`config.mk`:
```
export PLATFORM = sky130hd
export DESIGN_NAME = sparse_row_edge_removal_filter_core
export DESIGN_NICKNAME = d
export VERILOG_FILES = /design/src/hdl/srer_pkg.sv /design/src/hdl/srer_front.sv /design/src/hdl/srer_queue.sv /design/src/hdl/srer_back.sv /design/src/hdl/sparse_row_edge_removal_filter_core.sv
export SDC_FILE = /design/constraint.sdc
export NUM_CORES = 2
export LEC_CHECK = 0
export BUFFER_PORTS_ARGS = -buffer_cell sky130_fd_sc_hd__buf_4
export CAP_MARGIN = 10
export CORE_MARGIN = 3
export CORE_UTILIZATION = 24
export DETAILED_ROUTE_END_ITERATION = 10
export HOLD_SLACK_MARGIN = 0.02
export PLACE_DENSITY = 0.37
export SLEW_MARGIN = 40
export SYNTH_ARGS = -nofsm -noshare
export SYNTH_HDL_FRONTEND = slang
export SYNTH_SLANG_ARGS = --single-unit
```
`constraint.sdc`:
```
create_clock -name clk -period 15.7 [get_ports clk]
set_input_delay 0.785 -clock clk [delete_from_list [all_inputs] [get_ports clk]]
set_output_delay 0.785 -clock clk [all_outputs]
set_load 0.05 [all_outputs]
```
`src/hdl/srer_pkg.sv`:
```
// srer_pkg: shared types and codes for the sparse row edge removal filter.
// Used by every module of the block; no dependencies.

package srer_pkg;

    // Request codes on req_type
    typedef enum logic [1:0] {
        OP_START = 2'd0,
        OP_ADD   = 2'd1,
        OP_EDGE  = 2'd2,
        OP_END   = 2'd3
    } op_t;

    // Result codes on out_kind
    typedef enum logic [1:0] {
        KIND_EDGE   = 2'd0,
        KIND_ROWPTR = 2'd1,
        KIND_FULL   = 2'd2
    } kind_t;

    localparam int OP_W       = 2;
    localparam int COL_W      = 32;
    localparam int POS_W      = 32;
    localparam int GROUP_SIZE = 8;   // match bits folded per first-level OR

endpackage

```
`src/hdl/srer_front.sv`:
```
// srer_front: accepts request words, holds the ids_given register and the
// running edge position, and forms the lookup key for each word.
// Depends on srer_pkg.

module srer_front #(
    parameter int ID_WIDTH = 32
) (
    input  logic                        clk,
    input  logic                        rst_n,
    input  logic                        in_valid,
    output logic                        in_stall,
    input  logic [1:0]                  req_type,
    input  logic [31:0]                 in_id,
    input  logic [srer_pkg::COL_W-1:0]  column_in,
    input  logic                        cfg_we,
    input  logic                        cfg_data,
    input  logic                        q_full,
    output logic                        q_push,
    output srer_pkg::op_t               q_op,
    output logic [ID_WIDTH-1:0]         q_key,
    output logic [srer_pkg::COL_W-1:0]  q_column
);

    logic                       ids_given_reg, ids_given_next;
    logic [srer_pkg::POS_W-1:0] edge_pos_reg, edge_pos_next;
    logic                       accept;
    srer_pkg::op_t              op;

    assign op       = srer_pkg::op_t'(req_type);
    assign in_stall = q_full;
    assign accept   = in_valid & ~q_full;
    assign q_push   = accept;
    assign q_op     = op;
    assign q_column = column_in;

    always_comb
    begin
        case (op)
            srer_pkg::OP_EDGE:
            begin
                q_key = ids_given_reg ? ID_WIDTH'(in_id) : ID_WIDTH'(edge_pos_reg);
            end
            default:
            begin
                q_key = ID_WIDTH'(in_id);
            end
        endcase
    end

    always_comb
    begin
        ids_given_next = cfg_we ? cfg_data : ids_given_reg;
        edge_pos_next  = edge_pos_reg;
        if (accept && op == srer_pkg::OP_START)
        begin
            edge_pos_next = '0;
        end
        else if (accept && op == srer_pkg::OP_EDGE)
        begin
            edge_pos_next = edge_pos_reg + 1'b1;   // wraps at 2^32
        end
    end

    always_ff @(posedge clk or negedge rst_n)
    begin
        if (!rst_n)
        begin
            ids_given_reg <= 1'b0;
            edge_pos_reg  <= '0;
        end
        else
        begin
            ids_given_reg <= ids_given_next;
            edge_pos_reg  <= edge_pos_next;
        end
    end

endmodule

```
`src/hdl/srer_queue.sv`:
```
// srer_queue: two-entry FIFO of classified requests between front and back.
// Depends on srer_pkg.

module srer_queue #(
    parameter int ID_WIDTH = 32
) (
    input  logic                        clk,
    input  logic                        rst_n,
    input  logic                        push,
    input  srer_pkg::op_t               push_op,
    input  logic [ID_WIDTH-1:0]         push_key,
    input  logic [srer_pkg::COL_W-1:0]  push_column,
    output logic                        full,
    input  logic                        pop,
    output logic                        not_empty,
    output srer_pkg::op_t               pop_op,
    output logic [ID_WIDTH-1:0]         pop_key,
    output logic [srer_pkg::COL_W-1:0]  pop_column
);

    localparam int W = srer_pkg::OP_W + ID_WIDTH + srer_pkg::COL_W;

    logic [W-1:0] mem_reg [2];
    logic         wr_ptr_reg, wr_ptr_next;
    logic         rd_ptr_reg, rd_ptr_next;
    logic [1:0]   cnt_reg, cnt_next;
    logic [W-1:0] rd_word;

    assign full      = (cnt_reg == 2'd2);
    assign not_empty = (cnt_reg != 2'd0);
    assign rd_word   = mem_reg[rd_ptr_reg];

    assign pop_op     = srer_pkg::op_t'(rd_word[W-1 -: srer_pkg::OP_W]);
    assign pop_key    = rd_word[srer_pkg::COL_W +: ID_WIDTH];
    assign pop_column = rd_word[srer_pkg::COL_W-1:0];

    always_comb
    begin
        wr_ptr_next = push ? ~wr_ptr_reg : wr_ptr_reg;
        rd_ptr_next = pop  ? ~rd_ptr_reg : rd_ptr_reg;
        cnt_next    = cnt_reg + {1'b0, push} - {1'b0, pop};
    end

    always_ff @(posedge clk)
    begin
        if (push)
        begin
            mem_reg[wr_ptr_reg] <= {push_op, push_key, push_column};
        end
    end

    always_ff @(posedge clk or negedge rst_n)
    begin
        if (!rst_n)
        begin
            wr_ptr_reg <= 1'b0;
            rd_ptr_reg <= 1'b0;
            cnt_reg    <= 2'd0;
        end
        else
        begin
            wr_ptr_reg <= wr_ptr_next;
            rd_ptr_reg <= rd_ptr_next;
            cnt_reg    <= cnt_next;
        end
    end

endmodule

```
`src/hdl/srer_back.sv`:
```
// srer_back: removal set (CAM with fill count), compare stage, decide stage
// and the output register.
// Depends on srer_pkg.

module srer_back #(
    parameter int SET_DEPTH = 64,
    parameter int ID_WIDTH  = 32
) (
    input  logic                        clk,
    input  logic                        rst_n,
    input  logic                        q_not_empty,
    output logic                        q_pop,
    input  srer_pkg::op_t               q_op,
    input  logic [ID_WIDTH-1:0]         q_key,
    input  logic [srer_pkg::COL_W-1:0]  q_column,
    output logic                        out_valid,
    input  logic                        out_stall,
    output logic [1:0]                  out_kind,
    output logic [31:0]                 out_column,
    output logic [31:0]                 out_edge_id,
    output logic [31:0]                 out_row_pointer
);

    localparam int G    = srer_pkg::GROUP_SIZE;
    localparam int NGRP = (SET_DEPTH + G - 1) / G;
    localparam int CW   = $clog2(SET_DEPTH + 1);
    localparam int AW   = (SET_DEPTH > 1) ? $clog2(SET_DEPTH) : 1;

    // removal set storage, valid below the fill count
    logic [ID_WIDTH-1:0] ids_reg [SET_DEPTH];
    logic [CW-1:0]       count_reg, count_next;
    logic [31:0]         kept_reg, kept_next;

    // compare stage
    logic                       s1_valid_reg, s1_valid_next;
    srer_pkg::op_t              s1_op_reg;
    logic [ID_WIDTH-1:0]        s1_key_reg;
    logic [srer_pkg::COL_W-1:0] s1_col_reg;
    logic [NGRP-1:0]            s1_grp_reg, grp_next;
    logic [NGRP*G-1:0]          hit_vec;

    // output register
    logic                 out_valid_reg, out_valid_next;
    srer_pkg::kind_t      out_kind_reg;
    logic [31:0]          out_col_reg, out_eid_reg, out_rp_reg;

    // decide
    logic            out_free, fire, hit, set_full;
    logic            has_res, ins, clr, keep;
    srer_pkg::kind_t res_kind;
    logic [31:0]     res_col, res_eid, res_rp;
    logic            fwd, zap;

    assign out_free = ~out_valid_reg | ~out_stall;
    assign fire     = s1_valid_reg & out_free;
    assign q_pop    = q_not_empty & (~s1_valid_reg | fire);

    always_comb
    begin
        hit      = |s1_grp_reg;
        set_full = (count_reg == CW'(SET_DEPTH));
        has_res  = 1'b0;
        ins      = 1'b0;
        clr      = 1'b0;
        keep     = 1'b0;
        res_kind = srer_pkg::KIND_EDGE;
        res_col  = '0;
        res_eid  = '0;
        res_rp   = '0;
        case (s1_op_reg)
            srer_pkg::OP_START:
            begin
                clr      = 1'b1;
                has_res  = 1'b1;
                res_kind = srer_pkg::KIND_ROWPTR;
            end
            srer_pkg::OP_ADD:
            begin
                if (!hit)
                begin
                    if (set_full)
                    begin
                        has_res  = 1'b1;
                        res_kind = srer_pkg::KIND_FULL;
                    end
                    else
                    begin
                        ins = 1'b1;
                    end
                end
            end
            srer_pkg::OP_EDGE:
            begin
                if (!hit)
                begin
                    keep     = 1'b1;
                    has_res  = 1'b1;
                    res_kind = srer_pkg::KIND_EDGE;
                    res_col  = s1_col_reg;
                    res_eid  = 32'(s1_key_reg);
                end
            end
            srer_pkg::OP_END:
            begin
                has_res  = 1'b1;
                res_kind = srer_pkg::KIND_ROWPTR;
                res_rp   = kept_reg;
            end
            default:
            begin
                has_res = 1'b0;
            end
        endcase
    end

    // compare the word leaving the queue against the set; the word in the
    // decide stage lands in the set (or clears it) at this same edge
    always_comb
    begin
        hit_vec = '0;
        for (int e = 0; e < SET_DEPTH; e++)
        begin
            hit_vec[e] = (CW'(e) < count_reg) && (ids_reg[e] == q_key);
        end
        fwd = fire & ins & (q_key == s1_key_reg);
        zap = fire & clr;
        for (int g = 0; g < NGRP; g++)
        begin
            grp_next[g] = ~zap & (|hit_vec[g*G +: G]);
        end
        grp_next[0] = grp_next[0] | fwd;
    end

    always_comb
    begin
        count_next = count_reg;
        kept_next  = kept_reg;
        if (fire && clr)
        begin
            count_next = '0;
            kept_next  = '0;
        end
        else
        begin
            if (fire && ins)
            begin
                count_next = count_reg + 1'b1;
            end
            if (fire && keep)
            begin
                kept_next = kept_reg + 1'b1;
            end
        end

        if (q_pop)
        begin
            s1_valid_next = 1'b1;
        end
        else if (fire)
        begin
            s1_valid_next = 1'b0;
        end
        else
        begin
            s1_valid_next = s1_valid_reg;
        end

        if (fire && has_res)
        begin
            out_valid_next = 1'b1;
        end
        else if (out_free)
        begin
            out_valid_next = 1'b0;
        end
        else
        begin
            out_valid_next = out_valid_reg;
        end
    end

    always_ff @(posedge clk)
    begin
        if (fire && ins)
        begin
            ids_reg[count_reg[AW-1:0]] <= s1_key_reg;
        end
        if (q_pop)
        begin
            s1_op_reg  <= q_op;
            s1_key_reg <= q_key;
            s1_col_reg <= q_column;
            s1_grp_reg <= grp_next;
        end
        if (fire && has_res)
        begin
            out_kind_reg <= res_kind;
            out_col_reg  <= res_col;
            out_eid_reg  <= res_eid;
            out_rp_reg   <= res_rp;
        end
    end

    always_ff @(posedge clk or negedge rst_n)
    begin
        if (!rst_n)
        begin
            count_reg     <= '0;
            kept_reg      <= '0;
            s1_valid_reg  <= 1'b0;
            out_valid_reg <= 1'b0;
        end
        else
        begin
            count_reg     <= count_next;
            kept_reg      <= kept_next;
            s1_valid_reg  <= s1_valid_next;
            out_valid_reg <= out_valid_next;
        end
    end

    assign out_valid       = out_valid_reg;
    assign out_kind        = out_kind_reg;
    assign out_column      = out_col_reg;
    assign out_edge_id     = out_eid_reg;
    assign out_row_pointer = out_rp_reg;

endmodule

```
`src/hdl/sparse_row_edge_removal_filter_core.sv`:
```
// sparse_row_edge_removal_filter_core: top level of the CSR edge removal
// filter. Depends on srer_pkg, srer_front, srer_queue, srer_back.
//
//   channel   direction  handshake           payload
//   ------------------------------------------------------------------------
//   request   in         in_valid/in_stall   req_type, in_id, column_in
//   result    out        out_valid/out_stall out_kind, out_column,
//                                            out_edge_id, out_row_pointer
//   config    in         cfg_we              cfg_data (ids_given)
//
// One word per cycle sustained while out_stall is low. A word passes three
// registers (queue, compare stage, output register) before out_valid rises.
// The compare stage checks the key against every set entry at once and
// folds the match bits in groups of eight; the decide stage ORs the groups.
// Reset clears the counters and the fill count, which stands in for per-entry
// valid flags; no clearing pass. in_stall rises only when the two-entry queue
// is full; out_stall holds the output register and backs up through decide
// and compare.
//
// A word whose compare overlaps an insert or a start in the decide stage
// picks that effect up by forwarding, so back-to-back adds and edges with
// the same ID see each other.

module sparse_row_edge_removal_filter_core #(
    parameter int SET_DEPTH = 64,
    parameter int ID_WIDTH  = 32
) (
    input  logic        clk,
    input  logic        rst_n,
    // request
    input  logic        in_valid,
    output logic        in_stall,
    input  logic [1:0]  req_type,
    input  logic [31:0] in_id,
    input  logic [31:0] column_in,
    // result
    output logic        out_valid,
    input  logic        out_stall,
    output logic [1:0]  out_kind,
    output logic [31:0] out_column,
    output logic [31:0] out_edge_id,
    output logic [31:0] out_row_pointer,
    // ids_given register
    input  logic        cfg_we,
    input  logic        cfg_data
);

    logic                       q_full, q_push, q_pop, q_not_empty;
    srer_pkg::op_t              f_op, b_op;
    logic [ID_WIDTH-1:0]        f_key, b_key;
    logic [srer_pkg::COL_W-1:0] f_col, b_col;

    srer_front #(
        .ID_WIDTH (ID_WIDTH)
    ) u_front (
        .clk       (clk),
        .rst_n     (rst_n),
        .in_valid  (in_valid),
        .in_stall  (in_stall),
        .req_type  (req_type),
        .in_id     (in_id),
        .column_in (column_in),
        .cfg_we    (cfg_we),
        .cfg_data  (cfg_data),
        .q_full    (q_full),
        .q_push    (q_push),
        .q_op      (f_op),
        .q_key     (f_key),
        .q_column  (f_col)
    );

    srer_queue #(
        .ID_WIDTH (ID_WIDTH)
    ) u_queue (
        .clk         (clk),
        .rst_n       (rst_n),
        .push        (q_push),
        .push_op     (f_op),
        .push_key    (f_key),
        .push_column (f_col),
        .full        (q_full),
        .pop         (q_pop),
        .not_empty   (q_not_empty),
        .pop_op      (b_op),
        .pop_key     (b_key),
        .pop_column  (b_col)
    );

    srer_back #(
        .SET_DEPTH (SET_DEPTH),
        .ID_WIDTH  (ID_WIDTH)
    ) u_back (
        .clk             (clk),
        .rst_n           (rst_n),
        .q_not_empty     (q_not_empty),
        .q_pop           (q_pop),
        .q_op            (b_op),
        .q_key           (b_key),
        .q_column        (b_col),
        .out_valid       (out_valid),
        .out_stall       (out_stall),
        .out_kind        (out_kind),
        .out_column      (out_column),
        .out_edge_id     (out_edge_id),
        .out_row_pointer (out_row_pointer)
    );

endmodule

```
# [Word-level counts from Yosys, hierarchy flattened]
# Memory sizes are Yosys's and may differ from the RTL's.
# Cells that the tools add are included.
# Widths: inputs -> output; s select.
[word_totals] ff_bits=250 latchBits=0 ramBits=2180 mem_bits_ro=0 output_inout_bits=100 word_cells=301 n_memories=2
[classes] n_addsub=5 n_mul=0 div_mod_pow=0 magnitude_cmp=64 eq_ne=71 shifts=0 muxes=28 bitwise_logic=25 reduce_logical=89
[memory_table] memory="u_back.ids_reg" depth=64 width=32 read_ports=64 rd_ports_with_merged_regs=0 write_ports=1 line="srer_back.sv:30" text="logic [ID_WIDTH-1:0] ids_reg [SET_DEPTH];"
[memory_table] memory="u_queue.mem_reg" depth=2 width=66 read_ports=1 rd_ports_with_merged_regs=0 write_ports=1 line="srer_queue.sv:23" text="logic [W-1:0] mem_reg [2];"
[ops] operator="$eq 32x32->1" n=65
[ops] operator="$lt 6x7->1 const A" n=32
[ops] operator="$mux 32" n=6
[ops] operator="$lt 5x7->1 const A" n=16
[ops] operator="$reduce_or 8->1" n=9
[ops] operator="$logic_and 1x1->1" n=70
[ops] operator="$add 32x1->32 const B" n=2
[ops] operator="$lt 4x7->1 const A" n=8
[ops] operator="$lt 3x7->1 const A" n=4
[ops] operator="$mux 1" n=16
[ops] operator="$and 1x1->1" n=14
[ops] operator="$lt 1x7->1 const A" n=2
[ops] operator="$lt 2x7->1 const A" n=2
[ops] operator="$mux 7" n=2
[ops] operator="$reduce_bool 2->1" n=6
[ops] operator="$reduce_or 9->1" n=1
[ops] operator="$eq 2x2->1 const B" n=4
[ops] operator="$not 1->1" n=8
[ops] operator="$add 7x1->7 const B" n=1
[ops] operator="$eq 7x7->1 const B" n=1
[ops] operator="$pmux 2 s3" n=1
[ops] operator="$logic_not 2->1" n=2
[ops] operator="$mux 2" n=2
[ops] operator="$or 1x1->1" n=3
[ops] operator="other kinds (5)" n=5

# [Logic depth before layout (Yosys ltp)]
[logic_depth] depth_word=7 depth_mapped=13

# [Cells and area by module]
# A second synthesis with hierarchy kept.
[hier_totals] cells_unflattened=6231 hier_area_um2=101618.7
[modules_own_cells] mod="srer_back" n_inst=1 cells_each=5746 area_each_um2=94107.8 seq_area_each_um2=67689.9
[modules_own_cells] mod="srer_queue" n_inst=1 cells_each=220 area_each_um2=5074.9 seq_area_each_um2=4063.9
[modules_own_cells] mod="srer_front" n_inst=1 cells_each=265 area_each_um2=2436.1 seq_area_each_um2=825.8

# [Least setup slack after synthesis]
# No wires, ideal clock.
[synth_path] path_type="register to register" startpoint="register u_back.count_reg[3]" endpoint="register u_back.out_col_reg[0], in the netlist u_back.out_column[0], enable pin" setup_time_ns=0.569 arrival_ns=5.725 required_ns=15.131 slack_ns=9.406 stages_incl_launch_ff=9 path_buffers=1 synth_period_minus_slack_ns=6.294 cell_sequence="dfrtp_1 clkbuf_1 nor2_1 inv_1 nor2_1 and4_1 and3_1 a21oi_1 nor2b_1"
[synth_via] elab_chain_cells=5
[synth_lines] element="start, declared" line="srer_back.sv:31" text="logic [CW-1:0] count_reg, count_next;"
[synth_lines] element="start signal, assigned" line="srer_back.sv:215" text="count_reg <= count_next;"
[synth_lines] element="$eq 7x7->1" line="srer_back.sv:61" text="set_full = (count_reg == CW'(SET_DEPTH));"
[synth_lines] element="$mux 1" line="srer_back.sv:81" text="if (set_full)"
[synth_lines] element="$mux 1" line="srer_back.sv:79" text="if (!hit)"
[synth_lines] element="$pmux 1 s3" line="srer_back.sv:70" text="case (s1_op_reg)"
[synth_lines] element="$logic_and 1x1->1" line="srer_back.sv:195" text="if (fire && has_res)"
[synth_lines] element="end signal, assigned" line="srer_back.sv:198" text="out_col_reg <= res_col;"
[synth_lines] element="end, declared" line="srer_back.sv:45" text="logic [31:0] out_col_reg, out_eid_reg, out_rp_reg;"
# Every way passes these cells.
# A chain may end at the register's enable or synchronous reset.

# [Worst setup path after layout]
[layout_path] startpoint="register u_queue.rd_ptr_reg" endpoint="register u_back.s1_grp_reg[5] (data pin)"
[layout_via] elab_chain_cells=5 elab_cells_between_ends=19 cone_classes="eq/ne (8); bitwise (1); reduce/logical (9); memory (1)"
[layout_lines] element="start, declared" line="srer_queue.sv:25" text="logic rd_ptr_reg, rd_ptr_next;"
[layout_lines] element="start signal, assigned" line="srer_queue.sv:63" text="rd_ptr_reg <= rd_ptr_next;"
[layout_lines] element="$mem_v2 2x66 *"
[layout_lines] element="$eq 32x32->1" line="srer_back.sv:123" text="hit_vec[e] = (CW'(e) < count_reg) && (ids_reg[e] == q_key);"
[layout_lines] element="$logic_and 1x1->1" line="srer_back.sv:123"
[layout_lines] element="$reduce_or 8->1 *" line="srer_back.sv:129" text="grp_next[g] = ~zap & (|hit_vec[g*G +: G]);"
[layout_lines] element="$and 1x1->1 *" line="srer_back.sv:129"
[layout_lines] element="via u_back.grp_next[5]" line="srer_back.sv:39" text="logic [NGRP-1:0] s1_grp_reg, grp_next;"
[layout_lines] element="end signal, assigned" line="srer_back.sv:193" text="s1_grp_reg <= grp_next;"
[layout_lines] element="end, declared" line="srer_back.sv:39"
# Mark *: on every way through the listed nets, which the timed path passes. The rest lies on a longest branch.

==> metrics.txt <==
# TYPE chip_impl_metric gauge
chip_impl_metric{name="die_width",unit="um"} 658.0
chip_impl_metric{name="multiInputGateArea",unit="um^2"} 27960
chip_impl_metric{name="clockBufferDepth",unit=""} 4
chip_impl_metric{name="critical-path-max-stage-delay",unit="ns"} 0.78
chip_impl_metric{name="cts_buffers",unit=""} 292
chip_impl_metric{name="fillers",unit=""} 42164
chip_impl_metric{name="dr.pass1.iters",unit=""} 5
chip_impl_metric{name="final_min_period_over_clock_period",unit="%"} 39.41
chip_impl_info{name="critical_path.cell_chain",value="buf_6 -> buf_4 -> mux2i_4 -> buf_4 -> buf_4 -> xnor2_1 -> nor4_1 -> nand4_1 -> nor4_2 -> a21oi_1 -> a31oi_1"} 1
chip_impl_metric{name="drt-vias-per-instance",unit=""} 4.566
chip_impl_metric{name="vdd_drop_max",unit="mV"} 0.1828
chip_impl_info{name="path_class",value="reg -> reg"} 1
chip_impl_info{name="synth_top_family_by_area",value="XOR/XNOR gates"} 1
chip_impl_metric{name="clock_latency",unit="ns"} 0.90
chip_impl_info{name="dominantRegCellSynth",value="sky130_fd_sc_hd__edfxtp_1"} 1
chip_impl_metric{name="finalClockSkew",unit="ns"} 0.03935
chip_impl_info{name="crit-reg2reg-capture",value="u_back.s1_grp_reg[5]"} 1
chip_impl_metric{name="path_clk_slew",unit="ns"} 0.06
chip_impl_metric{name="seqCellArea",unit="um^2"} 72580
chip_impl_metric{name="nNetsFinal",unit=""} 6820
chip_impl_metric{name="core",unit="um^2"} 421700
chip_impl_metric{name="maxCapViolCount",unit=""} 0
chip_impl_metric{name="post_route_cells_drive_above_1_share",unit="%"} 14.85
chip_impl_metric{name="io_buffer_count",unit=""} 171
chip_impl_info{name="critical-path-top-cell-by-count",value="sky130_fd_sc_hd__buf_4"} 1
chip_impl_metric{name="leakage",unit="nW"} 38.21
chip_impl_metric{name="post_cts_resize_count",unit=""} 0
chip_impl_info{name="worst_hold_startpoint",value="column_in[0]"} 1
chip_impl_metric{name="area_growth_syn_to_layout",unit="%"} 18.96
chip_impl_metric{name="pre_cts_worst_setup_slack",unit="ns"} 9.279
chip_impl_metric{name="largest_register_ffs",unit=""} 2048
chip_impl_metric{name="arrival",unit="ns"} 6.90
chip_impl_metric{name="drv_slew",unit=""} 0
chip_impl_metric{name="reg2reg_depth",unit=""} 11
chip_impl_metric{name="dr_total_vias",unit=""} 57605
chip_impl_info{name="worst_r2r_startpoint",value="u_queue.rd_ptr_reg"} 1
chip_impl_metric{name="post_synth_design_cell_area",unit="um^2"} 102000
chip_impl_metric{name="place_hpwl",unit="mm"} 218.4
chip_impl_metric{name="grt_start_max_net_pins",unit=""} 69
chip_impl_metric{name="remaining_drc_errors",unit=""} 0
chip_impl_metric{name="finalCoreUtilization",unit="%"} 28.78
chip_impl_metric{name="synth_cells",unit=""} 6232
chip_impl_metric{name="synthAdderAreaFrac",unit="%"} 0.1349
chip_impl_metric{name="buffering_stage_count_on_the_worst_path_with_inverters_included",unit=""} 4
chip_impl_metric{name="setup-tns-final",unit="ns"} 0
chip_impl_metric{name="timing_hold_violations_final",unit=""} 0
chip_impl_metric{name="synth_seq_area_share",unit="%"} 71.15
chip_impl_metric{name="timing.slew.headroom",unit="%"} 36.41
chip_impl_metric{name="synth_enable_flop_cells",unit=""} 2352
chip_impl_metric{name="yosysUniqueCellTypes",unit=""} 52
chip_impl_metric{name="post-cts-setup-buffer-count",unit=""} 0
chip_impl_metric{name="worst-path-max-fanout",unit=""} 43
chip_impl_info{name="min_delay_worst_endpoint",value="u_queue.mem_reg[1][0]"} 1
chip_impl_metric{name="antenna_violating_nets_post_route",unit=""} 0
chip_impl_metric{name="maxClockFrequency",unit="MHz"} 161.6
chip_impl_metric{name="syn-mean-instance-area",unit="um^2"} 16.37
chip_impl_metric{name="grt_overflow_total",unit=""} 0
chip_impl_metric{name="setup-violations-final",unit=""} 0
chip_impl_metric{name="initial_core_util",unit="%"} 24.19
chip_impl_info{name="grt_setup_unrepaired",value="no"} 1
chip_impl_metric{name="synth_warnings",unit=""} 0
chip_impl_metric{name="grt_antenna_before_repair",unit=""} 59
chip_impl_metric{name="crit_cells",unit=""} 11
chip_impl_metric{name="yosys.area_share.xor_xnor",unit="%"} 18.28
chip_impl_metric{name="setup_slack_after_layout",unit="ns"} 9.512
chip_impl_metric{name="clock_sink_count",unit=""} 2430
chip_impl_metric{name="r2r_slack",unit="ns"} 9.51
chip_impl_info{name="most_area_consuming_cells_after_synthesis",value="sky130_fd_sc_hd__edfxtp_1 (69%), sky130_fd_sc_hd__xnor2_1 (9.7%), sky130_fd_sc_hd__xor2_1 (8.6%)"} 1
chip_impl_metric{name="grt_util_all_layers",unit="%"} 18.69
chip_impl_metric{name="boundaryPins",unit=""} 172
chip_impl_metric{name="critical_path_required_time",unit="ns"} 16.41
chip_impl_metric{name="post-synth-top-area-fraction",unit="%"} 69.24
chip_impl_info{name="netlist.top_cell.by_area",value="sky130_fd_sc_hd__edfxtp_1"} 1
chip_impl_info{name="cts-root-buf",value="sky130_fd_sc_hd__clkbuf_16"} 1
chip_impl_info{name="critPathSlowestCell",value="sky130_fd_sc_hd__buf_4"} 1
chip_impl_info{name="worst_setup_path_startpoint",value="u_queue.rd_ptr_reg"} 1
chip_impl_metric{name="muxShareOfSynthArea",unit="%"} 1.314
chip_impl_metric{name="gpl.final_weighted_congestion",unit=""} 0.7533
chip_impl_metric{name="post_synthesis_register_bit_count",unit=""} 2430
chip_impl_metric{name="p_per_area",unit="nW/um^2"} 196.9
chip_impl_info{name="cp-end-kind",value="flop"} 1
chip_impl_metric{name="die_h",unit="um"} 658.0
chip_impl_metric{name="drt_wl_total",unit="mm"} 413.9
chip_impl_metric{name="finalCriticalPeriod",unit="ns"} 6.188
chip_impl_metric{name="number_of_global_route_vias_before_repair",unit=""} 57636
chip_impl_info{name="tritoncts",value="built"} 1
chip_impl_info{name="final_cell_mix",value="sky130_fd_sc_hd__edfxtp_1 (2352), sky130_fd_sc_hd__xnor2_1 (1129), sky130_fd_sc_hd__xor2_1 (1000), sky130_fd_sc_hd__buf_4 (361), sky130_fd_sc_hd__nor4_1 (321)"} 1
chip_impl_metric{name="synth-compound-area-share",unit="%"} 0.7936
chip_impl_metric{name="htreeDepth",unit=""} 5
chip_impl_info{name="layout.cells.most_common",value="sky130_fd_sc_hd__edfxtp_1"} 1
chip_impl_info{name="worst_path_dominant_cell_family",value="buffers and inverters"} 1
chip_impl_info{name="startpoint_type_of_the_worst_setup_path",value="flop"} 1
chip_impl_info{name="result_of_the_run",value="finished clean"} 1
chip_impl_metric{name="worst_hold_path.num_cells",unit=""} 1
chip_impl_metric{name="async_reset_ff_share",unit="%"} 3.210
chip_impl_metric{name="grt_pass1_wl",unit="mm"} 548.3
chip_impl_metric{name="fp.dieArea",unit="um^2"} 432900
chip_impl_metric{name="core.rowCount",unit=""} 238
chip_impl_metric{name="detail_route.iter0.violations",unit=""} 6062
chip_impl_metric{name="wl_per_cell",unit="um"} 32.81
chip_impl_metric{name="synth_simple_gate_area_share",unit="%"} 6.213
chip_impl_metric{name="holdWs",unit="ns"} 0.09599
chip_impl_metric{name="synth_net_count",unit=""} 6315
chip_impl_info{name="worst_hold_path_type",value="in -> reg"} 1
chip_impl_metric{name="tightest_slew",unit="ns"} 0.9515
worst reg2reg max path: stages, from the launching register on:
cell and delay (ns):
sky130_fd_sc_hd__dfrtp_4 0.54, sky130_fd_sc_hd__buf_6 0.52, sky130_fd_sc_hd__buf_4 0.76, sky130_fd_sc_hd__mux2i_4 0.59, sky130_fd_sc_hd__buf_4 0.78, sky130_fd_sc_hd__buf_4 0.67
sky130_fd_sc_hd__xnor2_1 0.15, sky130_fd_sc_hd__nor4_1 0.48, sky130_fd_sc_hd__nand4_1 0.39, sky130_fd_sc_hd__nor4_2 0.59, sky130_fd_sc_hd__a21oi_1 0.29, sky130_fd_sc_hd__a31oi_1 0.27
layout make-up:
| class | count | share of cell area, % |
|---|---|---|
| multi-input combinational | 3471 | 23.04 |
| clock inverter | 120 | 0.6362 |
| antenna | 21 | 0.04331 |
| inverter | 51 | 0.1578 |
| tap | 5640 | 5.815 |
| timing repair buffer | 491 | 3.915 |
| sequential | 2430 | 59.81 |
| clock buffer | 391 | 6.580 |
per-layer routing:
| metal | part of all wire [%] | GRT usage (%) | routed length [um] |
|---|---|---|---|
| met4 | 1.8 | 3.595 | 7475 |
| met1 | 45 | 25.95 | 184400 |
| met3 | 5.4 | 2.308 | 22350 |
| met5 | 0 | 0 | 0 |
| met2 | 48 | 31.35 | 199600 |
synth_stat cells, types with 12 or more instances:
cell type and instances:
sky130_fd_sc_hd__a2111oi_0 17, sky130_fd_sc_hd__a21oi_1 30, sky130_fd_sc_hd__a41oi_1 12, sky130_fd_sc_hd__and2_1 35, sky130_fd_sc_hd__and3_1 82, sky130_fd_sc_hd__buf_2 57
sky130_fd_sc_hd__buf_4 123, sky130_fd_sc_hd__buf_6 51, sky130_fd_sc_hd__clkbuf_1 46, sky130_fd_sc_hd__dfrtp_1 78, sky130_fd_sc_hd__edfxtp_1 2352, sky130_fd_sc_hd__inv_1 51
sky130_fd_sc_hd__mux2_2 67, sky130_fd_sc_hd__mux2i_2 16, sky130_fd_sc_hd__mux2i_4 14, sky130_fd_sc_hd__nand2_1 59, sky130_fd_sc_hd__nand3_1 58, sky130_fd_sc_hd__nand4_1 310
sky130_fd_sc_hd__nor2_1 144, sky130_fd_sc_hd__nor3_1 42, sky130_fd_sc_hd__nor4_1 332, sky130_fd_sc_hd__o21ai_0 34, sky130_fd_sc_hd__or3_1 12, sky130_fd_sc_hd__xnor2_1 1129
sky130_fd_sc_hd__xor2_1 1000
power breakdown:
part           internal, mW  switching [mW]  leakage (nW)
Clock                  3.67            2.73          4.26
Combinational          2.05            6.85          11.6
Sequential             8.41           0.185          22.4
timing repair:
item / CTS / global route
hold buffers: 29 / 0
hold endpoints to repair: 90 / 0
setup endpoints to repair: 0 / 0
kinds of logic after synthesis:
family	Yosys count
DFF	2430
xor gates and xnor gates	2129
and+or+nand+nor	1105
buffers and inverters	331
AOI/OAI and AO/OA	124
muxes	102
adders and majority gates	11
per-stage QoR:
step	total power, mW	instances	instance area, um^2
4_1_cts	24.27	12593	121300
6_report	23.90	12615	121300
5_1_grt	24.72	12595	121300
3_5_place_dp	17.80	12053	112200
2_1_floorplan	13.05	6232	102000
3_3_place_gp	17.74	12017	111200
worst max-delay path by stage:
stage	slack, ns	end
6_report	9.51	u_back.s1_grp_reg[5]
3_5_place_dp	9.28	u_back.s1_grp_reg[2]
5_1_grt	9.25	u_back.s1_grp_reg[2]
3_3_place_gp	9.01	u_back.s1_grp_reg[5]
2_1_floorplan	9.41	u_back.out_column[0]
4_1_cts	9.21	u_back.s1_grp_reg[2]
No activity file was read; power rests on OpenSTA's default activity.
